<file path="src/yrbi_pkg.sv">
// ----------------------------------------------------------------------------
// yrbi_pkg
// Shared types, register codes and helpers for the yaw-rate bias integrator.
// ----------------------------------------------------------------------------
package yrbi_pkg;

  localparam int RATE_W    = 32;
  localparam int HEAD_W    = 48;
  localparam int GAIN_W    = 32;
  localparam int CFG_IDX_W = 2;

  // register indexes on the config port
  localparam logic [CFG_IDX_W-1:0] REG_DEADBAND = 2'd0;
  localparam logic [CFG_IDX_W-1:0] REG_POS_GAIN = 2'd1;
  localparam logic [CFG_IDX_W-1:0] REG_NEG_GAIN = 2'd2;

  localparam logic [RATE_W-1:0] DEADBAND_RST = 32'd2949;
  localparam logic [GAIN_W-1:0] GAIN_RST     = 32'd429497;

  // result queue
  localparam int OUTQ_DEPTH = 8;
  localparam int OUTQ_AW    = 3;

  typedef logic signed [RATE_W-1:0] rate_t;
  typedef logic signed [HEAD_W-1:0] head_t;

  localparam rate_t RATE_MAX = {1'b0, {(RATE_W-1){1'b1}}};
  localparam rate_t RATE_MIN = {1'b1, {(RATE_W-1){1'b0}}};
  localparam head_t HEAD_MAX = {1'b0, {(HEAD_W-1){1'b1}}};
  localparam head_t HEAD_MIN = {1'b1, {(HEAD_W-1){1'b0}}};

  // item entering the correction pipeline
  typedef struct packed {
    logic  valid;
    logic  rest;
    rate_t rate;
  } stage_t;

  // result beat, rate_out in the low bits
  typedef struct packed {
    rate_t bias_estimate;
    head_t heading;
    rate_t rate_out;
  } res_t;

  localparam int RES_W = $bits(res_t);

  // magnitude of a signed rate, most negative value maps to 2^31
  function automatic logic [RATE_W-1:0] rate_mag(input rate_t r);
    logic [RATE_W-1:0] u;
    u = r;
    return u[RATE_W-1] ? (~u + RATE_W'(1)) : u;
  endfunction

endpackage

</file>
<file path="src/yrbi_cell.sv">
// ----------------------------------------------------------------------------
// yrbi_cell
// One rest-sample slot of the ring; takes its neighbor's sample on a shift.
// ----------------------------------------------------------------------------
module yrbi_cell import yrbi_pkg::*; (
  input  logic  clk,
  input  logic  rst,
  input  logic  shift,
  input  rate_t din,
  output rate_t dout
);

  always_ff @(posedge clk) begin
    if (rst) begin
      dout <= '0;
    end else if (shift) begin
      dout <= din;
    end
  end

endmodule

</file>
<file path="src/yrbi_ring.sv">
// ----------------------------------------------------------------------------
// yrbi_ring
// Chain of rest-sample cells, running total and mean (bias) pipeline.
// ----------------------------------------------------------------------------
module yrbi_ring import yrbi_pkg::*; #(
  parameter int DEPTH = 16
) (
  input  logic  clk,
  input  logic  rst,
  input  logic  push,
  input  rate_t sample,
  output rate_t bias
);

  localparam int L     = $clog2(DEPTH);
  localparam int TW    = RATE_W + L;
  localparam int SHIFT = TW + L;
  localparam int PW    = 2 * TW + 1;
  localparam int P0_W  = 64;
  localparam int P1_W  = 33 + L;
  localparam int P2_W  = 32 + L;
  localparam int P3_W  = 2 * L + 1;

  // exact divide by DEPTH: multiply by ceil(2^SHIFT / DEPTH), keep high bits
  localparam longint unsigned RECIP =
    ((64'd1 << SHIFT) + 64'(DEPTH) - 64'd1) / 64'(DEPTH);
  localparam logic [TW:0]   RECIP_V  = RECIP[TW:0];
  localparam logic [31:0]   RECIP_LO = RECIP_V[31:0];
  localparam logic [L:0]    RECIP_HI = RECIP_V[TW:32];

  rate_t                  chain [DEPTH+1];
  logic signed [TW-1:0]   total;
  logic [TW-1:0]          tot_u;
  logic [TW-1:0]          tot_mag;
  logic [31:0]            mlo;
  logic [L-1:0]           mhi;
  logic [P0_W-1:0]        pp0;
  logic [P1_W-1:0]        pp1;
  logic [P2_W-1:0]        pp2;
  logic [P3_W-1:0]        pp3;
  logic                   pneg;
  logic [PW-1:0]          full;
  logic [31:0]            quot;

  assign chain[0] = sample;

  for (genvar i = 0; i < DEPTH; i++) begin : g_cell
    yrbi_cell u_cell (
      .clk  (clk),
      .rst  (rst),
      .shift(push),
      .din  (chain[i]),
      .dout (chain[i+1])
    );
  end

  // oldest sample falls off the end of the chain
  always_ff @(posedge clk) begin
    if (rst) begin
      total <= '0;
    end else if (push) begin
      total <= total - TW'(chain[DEPTH]) + TW'(sample);
    end
  end

  assign tot_u   = total;
  assign tot_mag = tot_u[TW-1] ? (~tot_u + TW'(1)) : tot_u;
  assign mlo     = tot_mag[31:0];
  assign mhi     = tot_mag[TW-1:32];

  always_ff @(posedge clk) begin
    if (rst) begin
      pp0  <= '0;
      pp1  <= '0;
      pp2  <= '0;
      pp3  <= '0;
      pneg <= 1'b0;
    end else begin
      pp0  <= P0_W'(mlo) * P0_W'(RECIP_LO);
      pp1  <= P1_W'(mlo) * P1_W'(RECIP_HI);
      pp2  <= P2_W'(mhi) * P2_W'(RECIP_LO);
      pp3  <= P3_W'(mhi) * P3_W'(RECIP_HI);
      pneg <= tot_u[TW-1];
    end
  end

  assign full = PW'(pp0) + (PW'(pp1) << 32) + (PW'(pp2) << 32) + (PW'(pp3) << 64);
  assign quot = full[SHIFT +: 32];

  // truncation toward zero: divide the magnitude, then restore the sign
  always_ff @(posedge clk) begin
    if (rst) begin
      bias <= '0;
    end else begin
      bias <= rate_t'(pneg ? (~quot + 32'd1) : quot);
    end
  end

endmodule

</file>
<file path="config.mk">
export PLATFORM = sky130hd
export DESIGN_NAME = yrbi_ring
export DESIGN_NICKNAME = d
export VERILOG_FILES = /design/src/yrbi_pkg.sv /design/src/yrbi_cell.sv /design/src/yrbi_ring.sv
export SDC_FILE = /design/constraint.sdc
export NUM_CORES = 1
export LEC_CHECK = 0
export ABC_AREA = 1
export ABC_CLOCK_PERIOD_IN_PS = 3600
export BUFFER_PORTS_ARGS = -buffer_cell sky130_fd_sc_hd__buf_2
export CAP_MARGIN = 20
export CORE_MARGIN = 10
export CORE_UTILIZATION = 62
export CTS_CLUSTER_SIZE = 28
export DETAILED_ROUTE_END_ITERATION = 12
export PLACE_DENSITY = 0.79
export RECOVER_POWER = 100
export SETUP_SLACK_MARGIN = 0.02
export SYNTH_ARGS = -nofsm -noshare
export SYNTH_HDL_FRONTEND = slang
export SYNTH_SLANG_ARGS = --single-unit
</file>
<file path="constraint.sdc">
create_clock -name clk -period 3.6 [get_ports clk]
set_clock_uncertainty 0.05 [all_clocks]
set_input_delay 0.9 -clock clk [delete_from_list [all_inputs] [get_ports clk]]
set_output_delay 0.9 -clock clk [all_outputs]
set_load 0.01 [all_outputs]
</file>
=== After elaboration in Yosys (flattened, before gate mapping) ===
Index checks and enable logic that the tools add are counted.

* Register bits after elaboration: 622
* Output and inout port bits: 32
* Bits of input ports: 35
* Logic and storage cells: 34

* Reduce and logical (&&, ||, !) cells: 1
* $add $sub $neg: 5
* Mux-type cells: 2
* Bitwise logic cells: 3

{| class="wikitable"
|+ Operators with widths
! kind !! count
|-
| 69-bit by 72-bit adder with 72-bit output || 1
|-
| 36-bit by 1-bit adder with 36-bit output (second input constant) || 1
|-
| 36-bit by 32-bit adder with 36-bit output || 1
|-
| 36-bit two-way mux || 1
|-
| 36-bit inverter || 1
|-
| 36-bit by 32-bit subtractor with 36-bit output || 1
|-
| 32-bit by 1-bit adder with 32-bit output (second input constant) || 1
|-
| 32-bit two-way mux || 1
|-
| 32-bit inverter || 1
|-
| 2-bit OR reduction || 1
|-
| 1-bit inverter || 1
|}

=== Depth between registers and ports, before layout ===
* Depth in word-level cells: 4
* Mapped depth: 18
* Gate-level depth less buffers: 18

=== Hierarchy ===
A second synthesis with hierarchy kept.

* Cell total of the unflattened synthesis: 4536
* Area, all modules: 29584.6 µm²

{| class="wikitable"
|+ By module, submodules not included
! module !! times used !! cells each !! area each (µm²) !! seq. area each (µm²)
|-
| yrbi_cell || 16 || 203 || 1338.8 || 640.6
|-
| yrbi_ring || 1 || 1288 || 8164.1 || 2021.9
|}

=== Least setup slack after synthesis ===
No wires, ideal clock.

* Path type: input -> register
* From: input sample[1]
* To: register total[32], in the netlist tot_u[32]
* Buffers on the path: 0
* Arrival time: 2.792 ns
* Required time: 3.441 ns
* Stages on the path: 16
* Setup time: 0.109 ns
* Path slack: 0.649 ns
* Cells stage by stage: inv_1 -> fa_1 -> inv_1 -> fa_1 -> nand3_1 -> nand3_1 -> nand2_1 -> nand2_1 -> nand2_1 -> nand2_1 -> nand2_1 -> nand2_1 -> nand2_1 -> nand3_1 -> nand2_1 -> inv_1

* Cells in the longest elaborated chain, start to end: 1

{| class="wikitable"
|+ Ends and longest elaborated chain
! what !! RTL line !! source
|-
| start: declaration || yrbi_ring.sv:11 || <nowiki>input rate_t sample,</nowiki>
|-
| 36-bit by 32-bit adder with 36-bit output || yrbi_ring.sv:62 || <nowiki>total <= total - TW'(chain[DEPTH]) + TW'(sample);</nowiki>
|-
| end signal: assignment || yrbi_ring.sv:62 ||
|-
| end: declaration || yrbi_ring.sv:32 || <nowiki>logic signed [TW-1:0] total;</nowiki>
|}

Every way passes these cells.
A chain may end at the register's enable or synchronous reset.

=== Worst setup path after layout ===
* From: register total[7], in the netlist tot_u[7]
* To: register total[25], in the netlist tot_u[25]

* Cells in the longest elaborated chain, start to end: 2

{| class="wikitable"
|+ Ends and longest elaborated chain
! what !! RTL line
|-
| 36-bit by 32-bit subtractor with 36-bit output || yrbi_ring.sv:62
|-
| 36-bit by 32-bit adder with 36-bit output || yrbi_ring.sv:62
|}

Every way passes these cells.

==> results_dict.tcl <==
set metrics [dict create \
    clk_pin_slew_ns 0.06 \
    drtPass1Iterations 6 \
    endpoint_kind "flip-flop" \
    hold_class "reg -> reg" \
    period_minus_slack_ns 3.30 \
    io_pins 67 \
    nFillCells 3475 \
    grt_pass1_vias 20587 \
    coreArea_um2 40800 \
    syn_area_um2 25600 \
    cts.sinks 613 \
    internal_power_w 0.0125 \
    timing.hold.ws_ns 0.382 \
    maxCapViolations 2 \
    grt_pass1_wl_um 104000 \
    switching_power_w 0.00638 \
    place_area_um2 26000 \
    synth_area_per_cell_um2 7.37 \
    stdcell_area_um2 27900 \
    cts_inserted_buffers 58 \
    die_w_um 223 \
    root_buffer "clkbuf_16" \
    pwr-share-clk 0.326 \
    swShare 0.338 \
    clk_latency_ns 0.64 \
    final_common_cell "nor2_1" \
    critPathMaxFanout 5 \
    start_util 0.628 \
    io_buffers 66 \
    ir_worst_vdd_uv 521 \
    setup_tns_ns 0 \
    finalSetupViolCount 0 \
    die_h_um 223 \
    period_share 0.918 \
    required_ns 4.04 \
    p_seq_frac 0.415 \
    grt_usage 0.247 \
    synth_top_flop_cell "dfxtp_1" \
    routed_wl_um 62500 \
    yosys.area.top_type "dfxtp_1" \
    num_vias 21577 \
    rows 74 \
    relSlewSlack -0.748 \
    ctsResizeCount 0 \
    finalMaxSlewViolations 151 \
    syn_to_final_growth_pct 8.66 \
    hold_buffers 0 \
    diodes 0 \
    antenna_found_initial 0 \
    wl_per_cell_um 15.6 \
    synth_top_area_frac 0.479 \
    synth-seq-cells 613 \
    fmax_mhz 303 \
    total_power_w 0.0189 \
    final_antenna_net_count 0 \
    comb_power_share 0.259 \
    critical_path_class "reg -> reg" \
    post_cts_buffers 0 \
    hpwlAfterDp_um 41900 \
    yosysSeqAreaShare 0.479 \
    violations "capacitance limit, slew limit" \
    final_hold_viol_count 0 \
    grt-ovfl-total 0 \
    viasPerCell 5.37 \
    final_cell_mix "nor2_1 (1076), dfxtp_1 (613), o21ai_0 (584)" \
    power.density_nw_per_um2 677 \
    synth_edf_count 0 \
    post-route-util 0.682 \
    drt_iter0_markers 1986 \
    grt_max_degree 183 \
    nNetsFinal 3548 \
    synth.distinct_cells 43 \
    drcViolationCount 0 \
    async_reset_ff_frac 0 \
    syn-num-nets 3588 \
    yosysWarningCount 0 \
    rsz0062_at_grt "no" \
    syn_inst 3480 \
    drive_gt1_frac 0.0608 \
    synthTopCellsByArea "dfxtp_1 (48%), nor2_1 (16%), o21ai_0 (11%)" \
    ctsLongestPathBuffers 3 \
    worstPathArrival_ns 3.74 \
    cts_max_level 2 \
    cp-start-kind "flip-flop" \
    run_status "finished, violations left" \
    p_leak_nw 12.7 \
    tightest_slew_ns 2.62 \
    cts_tree "built" \
    die_area_um2 49900 \
    gp_congestion 0.943 \
]
-- layer usage --
layer | up-vias | global-route usage | routed length (um)
met4 | 0 | 0.0913 | 1950
met5 | - | 0 | 0
li1 | 10966 | - | -
met1 | 10016 | 0.328 | 28500
met2 | 505 | 0.407 | 29600
met3 | 90 | 0.0279 | 2500
-- power groups by stage --
stage          clock network (W)  logic (W)  registers, W
2_1_floorplan                  0    0.00356       0.00786
3_3_place_gp                   0    0.00485       0.00794
3_5_place_dp                   0    0.00486       0.00796
4_1_cts                  0.00624    0.00490       0.00782
5_1_grt                  0.00648    0.00556       0.00789
6_report                 0.00615    0.00489       0.00782
-- final timing paths --
check / from / endpoint / slack, ns / depth (start not counted)
max reg2reg: tot_u[7]$_SDFFE_PP0P_ / tot_u[25]$_SDFFE_PP0P_ / 0.30 / 16
min: pp3[7]$_SDFF_PP0_ / bias[31]$_SDFF_PP0_ / 0.38 / 1
min reg2reg: pp3[7]$_SDFF_PP0_ / bias[31]$_SDFF_PP0_ / 0.38 / 1
max: tot_u[7]$_SDFFE_PP0P_ / tot_u[25]$_SDFFE_PP0P_ / 0.30 / 16
-- kinds of logic (layout without fill, tap and decap cells) --
logic type / Yosys count / count (layout) / synth area share
and+or+nand+nor: 1515 / 1515 / 0.237
DFF: 613 / 613 / 0.479
xor gates and xnor gates: 18 / 18 / 0.00615
AOI/OAI and AO/OA: 767 / 767 / 0.152
adders and majority gates: 73 / 73 / 0.0459
buffers and inverters: 494 / 498 / 0.0805
-- worst max-delay path, cell delays in order (launching register included) --
cell and delay [ns]:
dfxtp_1 0.51, inv_1 0.13, fa_1 0.50, inv_1 0.04, ha_1 0.37, nand2_1 0.21, inv_1 0.06, a21oi_1 0.29
nand3_1 0.23, nand2_1 0.12, nand2_1 0.16, nand2_1 0.12, nand2_1 0.06, nand2_1 0.05, nand3_1 0.09, nand2_1 0.10
inv_1 0.04
-- cell usage after synthesis (all sizes together) (5+ instances only) --
| cell type | count |
|---|---|
| nor2 | 1086 |
| dfxtp | 613 |
| o21ai | 589 |
| inv | 294 |
| nand2 | 286 |
| a21oi | 161 |
| clkbuf | 124 |
| nand3 | 85 |
| buf | 75 |
| ha | 38 |
| nor3 | 37 |
| fa | 35 |
| xor2 | 16 |
| nand4 | 12 |
| o21bai | 5 |
-- area by class of cell --
type                    instances  area (um^2)  share of cell area
clock buffers                  78         1640              0.0587
clock inverters                26          305              0.0110
inverters                     295         1120              0.0401
multi-input cells            2373        11300               0.405
flip-flops and latches        613        12300               0.440
well taps                     532          666              0.0239
repair buffers                 99          588              0.0211
-- state kept, by name, indices dropped and copies added, names as in the netlist --
signal / cells
g_cell.u_cell.dout: 512
pneg: 1
pp1: 28
tot_u: 36
bias: 32
pp3: 4
-- per-stage QoR --
step | setup slack, ns | std cells
3_3_place_gp | -0.106 | 3912
2_1_floorplan | 0.649 | 3480
3_5_place_dp | -0.0972 | 3912
4_1_cts | 0.297 | 4016
6_report | 0.296 | 4016
5_1_grt | 0.0965 | 4016
No activity file was read; power rests on OpenSTA's default activity.
