[src/yrbi_pkg.sv]
// ----------------------------------------------------------------------------
// yrbi_pkg
// Shared types, register codes and helpers for the yaw-rate bias integrator.
// ----------------------------------------------------------------------------
package yrbi_pkg;

  localparam int RATE_W    = 32;
  localparam int HEAD_W    = 48;
  localparam int GAIN_W    = 32;
  localparam int CFG_IDX_W = 2;

  // register indexes on the config port
  localparam logic [CFG_IDX_W-1:0] REG_DEADBAND = 2'd0;
  localparam logic [CFG_IDX_W-1:0] REG_POS_GAIN = 2'd1;
  localparam logic [CFG_IDX_W-1:0] REG_NEG_GAIN = 2'd2;

  localparam logic [RATE_W-1:0] DEADBAND_RST = 32'd2949;
  localparam logic [GAIN_W-1:0] GAIN_RST     = 32'd429497;

  // result queue
  localparam int OUTQ_DEPTH = 8;
  localparam int OUTQ_AW    = 3;

  typedef logic signed [RATE_W-1:0] rate_t;
  typedef logic signed [HEAD_W-1:0] head_t;

  localparam rate_t RATE_MAX = {1'b0, {(RATE_W-1){1'b1}}};
  localparam rate_t RATE_MIN = {1'b1, {(RATE_W-1){1'b0}}};
  localparam head_t HEAD_MAX = {1'b0, {(HEAD_W-1){1'b1}}};
  localparam head_t HEAD_MIN = {1'b1, {(HEAD_W-1){1'b0}}};

  // item entering the correction pipeline
  typedef struct packed {
    logic  valid;
    logic  rest;
    rate_t rate;
  } stage_t;

  // result beat, rate_out in the low bits
  typedef struct packed {
    rate_t bias_estimate;
    head_t heading;
    rate_t rate_out;
  } res_t;

  localparam int RES_W = $bits(res_t);

  // magnitude of a signed rate, most negative value maps to 2^31
  function automatic logic [RATE_W-1:0] rate_mag(input rate_t r);
    logic [RATE_W-1:0] u;
    u = r;
    return u[RATE_W-1] ? (~u + RATE_W'(1)) : u;
  endfunction

endpackage

[src/yrbi_integ.sv]
// ----------------------------------------------------------------------------
// yrbi_integ
// Bias removal, deadband, trapezoid increment and saturating heading.
// ----------------------------------------------------------------------------
module yrbi_integ import yrbi_pkg::*; (
  input  logic              clk,
  input  logic              rst,
  input  stage_t            a,
  input  rate_t             bias,
  input  logic [RATE_W-1:0] deadband,
  input  logic [GAIN_W-1:0] pos_gain,
  input  logic [GAIN_W-1:0] neg_gain,
  output logic              res_valid,
  output res_t              res
);

  localparam int SUM_W  = RATE_W + 1;
  localparam int PROD_W = SUM_W + GAIN_W;
  localparam int ACC_W  = HEAD_W + 2;

  logic signed [SUM_W-1:0] diff;
  rate_t                   sat_d;
  rate_t                   corr;
  rate_t                   prev_rate;

  logic                    b_valid;
  rate_t                   b_rate;
  rate_t                   b_prev;

  logic signed [SUM_W-1:0] sum;
  logic [SUM_W-1:0]        sum_u;
  logic [SUM_W-1:0]        smag;
  logic                    sum_pos;

  logic                    c_valid;
  logic [SUM_W-1:0]        c_mag;
  logic                    c_neg;
  logic [GAIN_W-1:0]       c_gain;
  rate_t                   c_rate;

  logic [PROD_W-1:0]       prod;

  logic                    d_valid;
  logic [SUM_W-1:0]        d_inc;
  logic                    d_neg;
  rate_t                   d_rate;
  rate_t                   d_bias;

  head_t                   yaw;
  logic signed [ACC_W-1:0] yext;
  logic signed [ACC_W-1:0] incx;
  logic signed [ACC_W-1:0] ysum;
  head_t                   ysat;

  // correction stage
  assign diff = SUM_W'(a.rate) - SUM_W'(bias);

  always_comb begin
    if (diff[SUM_W-1] != diff[SUM_W-2]) begin
      sat_d = diff[SUM_W-1] ? RATE_MIN : RATE_MAX;
    end else begin
      sat_d = diff[RATE_W-1:0];
    end
  end

  // rest samples always land below the deadband
  assign corr = (a.rest || (rate_mag(sat_d) < deadband)) ? '0 : sat_d;

  always_ff @(posedge clk) begin
    if (rst) begin
      b_valid   <= 1'b0;
      prev_rate <= '0;
    end else begin
      b_valid <= a.valid;
      if (a.valid) begin
        prev_rate <= corr;
      end
    end
    b_rate <= corr;
    b_prev <= prev_rate;
  end

  // trapezoid sum and gain select
  assign sum     = SUM_W'(b_rate) + SUM_W'(b_prev);
  assign sum_u   = sum;
  assign sum_pos = !sum_u[SUM_W-1] && (sum_u != '0);
  assign smag    = sum_u[SUM_W-1] ? (~sum_u + SUM_W'(1)) : sum_u;

  always_ff @(posedge clk) begin
    if (rst) begin
      c_valid <= 1'b0;
    end else begin
      c_valid <= b_valid;
    end
    c_mag  <= smag;
    c_neg  <= sum_u[SUM_W-1];
    c_gain <= sum_pos ? pos_gain : neg_gain;
    c_rate <= b_rate;
  end

  // increment magnitude, truncated
  assign prod = PROD_W'(c_mag) * PROD_W'(c_gain);

  always_ff @(posedge clk) begin
    if (rst) begin
      d_valid <= 1'b0;
    end else begin
      d_valid <= c_valid;
    end
    d_inc  <= prod[PROD_W-1:32];
    d_neg  <= c_neg;
    d_rate <= c_rate;
    d_bias <= bias;
  end

  // saturating heading accumulator
  assign yext = ACC_W'(yaw);
  assign incx = $signed(ACC_W'(d_inc));
  assign ysum = d_neg ? (yext - incx) : (yext + incx);

  always_comb begin
    if (ysum > ACC_W'(HEAD_MAX)) begin
      ysat = HEAD_MAX;
    end else if (ysum < ACC_W'(HEAD_MIN)) begin
      ysat = HEAD_MIN;
    end else begin
      ysat = ysum[HEAD_W-1:0];
    end
  end

  always_ff @(posedge clk) begin
    if (rst) begin
      yaw <= '0;
    end else if (d_valid) begin
      yaw <= ysat;
    end
  end

  assign res_valid         = d_valid;
  assign res.rate_out      = d_rate;
  assign res.heading       = ysat;
  assign res.bias_estimate = d_bias;

  a_rate_deadband: assert property (@(posedge clk) disable iff (rst)
    (res_valid && (res.rate_out != '0)) |-> (rate_mag(res.rate_out) >= deadband))
    else $error("nonzero rate_out below deadband");

endmodule

[config.mk]
export PLATFORM = sky130hd
export DESIGN_NAME = yrbi_integ
export DESIGN_NICKNAME = d
export VERILOG_FILES = /design/src/yrbi_pkg.sv /design/src/yrbi_integ.sv
export SDC_FILE = /design/constraint.sdc
export NUM_CORES = 2
export LEC_CHECK = 0
export ABC_AREA = 1
export BUFFER_PORTS_ARGS = -buffer_cell sky130_fd_sc_hd__buf_2
export CAP_MARGIN = 30
export CORE_MARGIN = 3
export CORE_UTILIZATION = 51
export DETAILED_ROUTE_END_ITERATION = 16
export PLACE_DENSITY = 0.68
export SLEW_MARGIN = 10
export SYNTH_ARGS = -nofsm -noshare
export SYNTH_HDL_FRONTEND = slang
export SYNTH_SLANG_ARGS = --single-unit
[constraint.sdc]
create_clock -name clk -period 19.39 [get_ports clk]
set_input_delay 4.8475 -clock clk [delete_from_list [all_inputs] [get_ports clk]]
set_output_delay 4.8475 -clock clk [all_outputs]
set_load 0.03 [all_outputs]
# [Word-level counts from Yosys, hierarchy flattened]
# Index checks and enable logic that the tools add are counted.
[op_classes] n_eq_ne=1 n_reduce_logical=4 n_lt_le_gt_ge=3 add_sub_neg=6 n_mux=9 mul=1 bitwise_logic=2
[ops] cell="32-bit two-way mux" count=6
[ops] cell="48-bit two-way mux" count=2
[ops] cell="33-bit by 32-bit multiplier with 65-bit output" count=1
[ops] cell="50-bit by 48-bit > comparator with 1-bit output (second input constant)" count=1
[ops] cell="50-bit by 48-bit less-than comparator with 1-bit output (second input constant)" count=1
[ops] cell="50-bit two-way mux" count=1
[ops] cell="48-bit by 34-bit adder with 49-bit output" count=1
[ops] cell="48-bit by 34-bit subtractor with 49-bit output" count=1
[ops] cell="32-bit by 32-bit adder with 33-bit output" count=1
[ops] cell="33-bit by 1-bit adder with 33-bit output (second input constant)" count=1
[ops] cell="33-bit inverter" count=1
[ops] cell="33-bit nonzero test" count=1
[ops] cell="32-bit by 32-bit subtractor with 33-bit output" count=1
[ops] cell="32-bit by 1-bit adder with 32-bit output (second input constant)" count=1
[ops] cell="32-bit less-than comparator" count=1
[ops] cell="32-bit inverter" count=1
[ops] cell="1-bit logical AND" count=1
[ops] cell="1-bit zero test" count=1
[ops] cell="1-bit logical OR" count=1
[ops] cell="1-bit != test" count=1
[word_totals] output_inout_bits=113 register_bits=343 in_bits=164 elab_cells=42

# [Longest topological paths before layout]
[logic_depth] depth_word=9 ltp_mapped=39 ltp_nobuf=37

# [Worst setup path before layout]
# OpenSTA, ideal clock, no wires.
[synth_path] path_kind="register -> output" startpoint="reg d_inc[0]" endpoint="out res[32] in the netlist's numbering" required_time_ns=14.542 t_arrival_ns=4.735 slack_ns=9.807 path_buffers=1 stages_incl_launch_ff=31 path_cell_list="dfxtp_1 inv_1 ha_1 nand2_1 nor2_2 nand3b_2 nor3_4 nand2_1 nor2_1 inv_1 nor4_1 nand3_1 nor3_1 nand2_1 o41ai_1 xor2_1 ha_1 nand2_1 nor2_1 inv_1 nor4_1 nand4_1 nand3_1 a31o_2 xor2_2 nand2_2 inv_2 buf_4 nor2_1 nor2_1 inv_1"
[synth_rtl] element="start, declared" line_no="yrbi_integ.sv:44" text="logic [SUM_W-1:0] d_inc;"
[synth_rtl] element="start signal, assigned" line_no="yrbi_integ.sv:110" text="d_inc <= prod[PROD_W-1:32];"
[synth_rtl] element="end, declared" line_no="yrbi_integ.sv:14" text="output res_t res"

==> results.ini <==
[status]
outcome = finished clean

[cts]
clk_pin_slew_worst_paths_ns = 0.06
cts_tree = yes
postCtsResizedCells = 0
numCtsBuffers = 43
cts_sinks = 343
clk_latency_ns = 0.64
cts-root-buf = clkbuf_16
cts_setup_buffers = 0
cts_buffer_depth = 3
htree_levels = 2
hold_buffers = 0

[yosys]
ys_types = 60
synth_top_family_by_area = adder cells
syn_nets = 8553
synth_warnings = 0
ys_async_sr_fraction_pct = 0
synth-simple-area-share_pct = 16.2
netlist_instances = 7053
synthAdderAreaFrac_pct = 43.8
synth_ff_type = dfxtp_1
synth-compound-area-share_pct = 7.22
syn_avg_cell_area_um2 = 7.66
synthesis.area_um2 = 54000
ys_seq_area_share_pct = 12.7
synth_edf_count = 0
muxShareOfSynthArea_pct = 0.667
ys_ff_latch = 343
synth_xor_area_share_pct = 3.61

[die]
die_area_um2 = 110000
die_x_um = 331
core_area_um2 = 104000
io_pins = 277
die_h_um = 331
rows = 118
initial_core_util_pct = 51.8

[worst_setup_path]
start_kind = flop
crit_path_max_fanout = 29
r2r_slack_ns = 10.81
path_class = reg -> out
regToRegStartpoint = c_mag[15]
cp_slowest_cell = inv_2
r2r_cells = 23
r2r-end = d_inc[29]
slowest_delay_ns = 0.53
crit_path_end_kind = output port
cp_data_arrival_time_ns = 6.83
critPathLaunch = d_inc[0]
critPathRequiredTime_ns = 14.54

[route]
via_per_inst = 5.24
drt-total-wl_mm = 163
vias = 44900
firstDrtPassIters = 5
wire_per_inst_um = 19.0
antenna_left = 0
drc_errors = 0
drtIter0Drc = 3033

[finish]
multiInputGateArea_um2 = 38700
utilization_pct = 55.8
fillCellCount = 9892
syn_to_final_growth_pct = 7.65
layout-drive-gt1-share_pct = 7.39
fin_nets = 8657
regArea_um2 = 6880

[sta]
maxSlewViolCount = 0
fin_tns_setup_ns = 0
rsz0062_at_grt = no
finClkSkew_ns = 0.0337
finalCritPeriodShare_pct = 60.2
fin_crit_ns = 11.68
worst_pin_slew_ns = 0.876
max_freq_mhz = 85.6
finalHoldViolCount = 0
setup_viol = 0
setup_slack_ns = 7.71
slew_headroom_pct = 41.6

[grt]
grt_pass1_vias = 47500
grt_max_degree = 69
grt.total_usage_pct = 30.0
grt_pass1_wl_mm = 261
overflow = 0
antenna_found_initial = 6

[place]
place_ws_ns = 8.41
place_hpwl_mm = 123
gp_congestion = 0.953
portBuffers = 276

[min_path]
min_path_type = reg -> reg
hold_depth = 0
min_to = d_rate[4]
min_from = c_rate[4]

[job]
maxCapViolations = 0

-- final cells by class --
cell class / instances / share of cell area [%]
multi-input cells: 4467 / 66.5
clock inverters: 26 / 0.615
diodes: 3 / 0.0129
flip-flops and latches: 343 / 11.8
well taps: 1380 / 2.97
clock buffers: 52 / 1.98
repair buffers: 348 / 3.47
inverters: 1954 / 12.6
-- worst max-delay path: cells and delay by family (launching register included) --
family	cells	cell delay (ns)
and+or+nand+nor	18	3.31
buffers and inverters	6	0.99
AOI/OAI and AO/OA	2	0.63
adders and majority gates	2	0.56
xor gates and xnor gates	2	0.38
DFF	1	0.33
-- placed cells by master, fill, tap and decap left out, types with 6 or more instances in the layout --
cell / Yosys / final
o31ai_1: 15 / 15
bufinv_16: 0 / 6
ha_1: 408 / 407
nand3b_1: 7 / 7
o21ai_0: 173 / 173
o211ai_1: 35 / 35
xor2_1: 139 / 139
clkinv_2: 0 / 7
or2_2: 6 / 6
a211oi_1: 6 / 6
o21a_1: 29 / 29
nor4_1: 16 / 16
a21o_1: 12 / 12
mux2_2: 32 / 32
nor3_1: 37 / 37
o21bai_1: 15 / 15
buf_2: 10 / 276
a21oi_1: 271 / 271
nand2_1: 1598 / 1598
nand2_2: 10 / 10
nand3_1: 117 / 117
buf_4: 4 / 64
dfxtp_1: 343 / 330
inv_2: 8 / 8
o2111ai_1: 6 / 6
nor2_1: 357 / 356
inv_1: 1946 / 1946
dfxtp_2: 0 / 13
xnor2_1: 80 / 80
o21ai_1: 31 / 31
a21boi_0: 6 / 6
nor2_2: 7 / 8
a21oi_2: 12 / 12
fa_1: 928 / 928
a31oi_1: 52 / 52
nand4_1: 24 / 24
clkbuf_16: 0 / 43
-- cells in the mapped netlist, drive strengths merged, types with 3 or more instances --
library cell | n | area (um^2)
a211oi | 6 | 45.0
a21boi | 6 | 45.0
a21o | 12 | 90.1
a21oi | 284 | 1480
a31oi | 52 | 325
and3 | 4 | 25.0
buf | 31 | 181
clkbuf | 258 | 968
dfxtp | 343 | 6870
fa | 928 | 18600
ha | 408 | 5100
inv | 1954 | 7330
mux2 | 32 | 360
nand2 | 1609 | 6070
nand3 | 119 | 606
nand3b | 9 | 83.8
nand4 | 25 | 163
nor2 | 368 | 1440
nor3 | 38 | 201
nor4 | 16 | 100
o2111ai | 6 | 52.6
o211ai | 35 | 263
o21a | 29 | 218
o21ai | 206 | 1050
o21bai | 15 | 113
o221ai | 3 | 26.3
o31ai | 15 | 113
or2 | 7 | 43.8
xnor2 | 80 | 701
xor2 | 141 | 1250
-- per-layer routing --
layer	GRT usage, %	routed length, um	share of wire (%)	up-vias
met5	0	55	0.034	-
met1	37.5	64400	39	21900
met3	5.55	12700	7.8	455
met2	51.0	78000	48	1731
li1	-	-	-	20800
met4	12.5	7870	4.8	8
-- through the flow --
step / area (um^2) / hold WS (ns) / std cells
6_report: 58100 / 0.324 / 8573
5_1_grt: 58100 / 0.325 / 8572
4_1_cts: 58100 / 0.327 / 8567
3_5_place_dp: 56600 / 0.314 / 8489
3_3_place_gp: 56500 / 0.312 / 8484
2_1_floorplan: 54000 / 0.310 / 7053
-- how the worst max path moves through the flow --
stage / cells past startpoint / end / slack [ns]
floorplan: 30 / res[32] / 9.81
global placement: 36 / prev_rate[1] / 8.48
detailed placement: 30 / res[32] / 8.41
CTS: 30 / res[32] / 7.68
global route: 30 / res[32] / 6.97
finish: 30 / res[32] / 7.71
-- sequential cells by signal (all words and copies together), names as in the netlist --
register,flops
c_valid,1
yaw,48
b_valid,1
c_mag,33
c_neg,1
c_gain,32
res_valid,1
d_inc,33
c_rate,32
d_rate,32
d_bias,32
d_neg,1
b_prev,32
b_rate,32
prev_rate,32
-- kinds of logic after synthesis --
kind of cell    Yosys count
simple gates           2200
buf+inv                2243
xor+xnor                221
flops                   343
compound gates          678
fa+ha+maj              1336
mux                      32
Power is left out: the tool's default activity adds up to more than one toggle a clock period on the data nets, which glitch-free logic cannot reach.
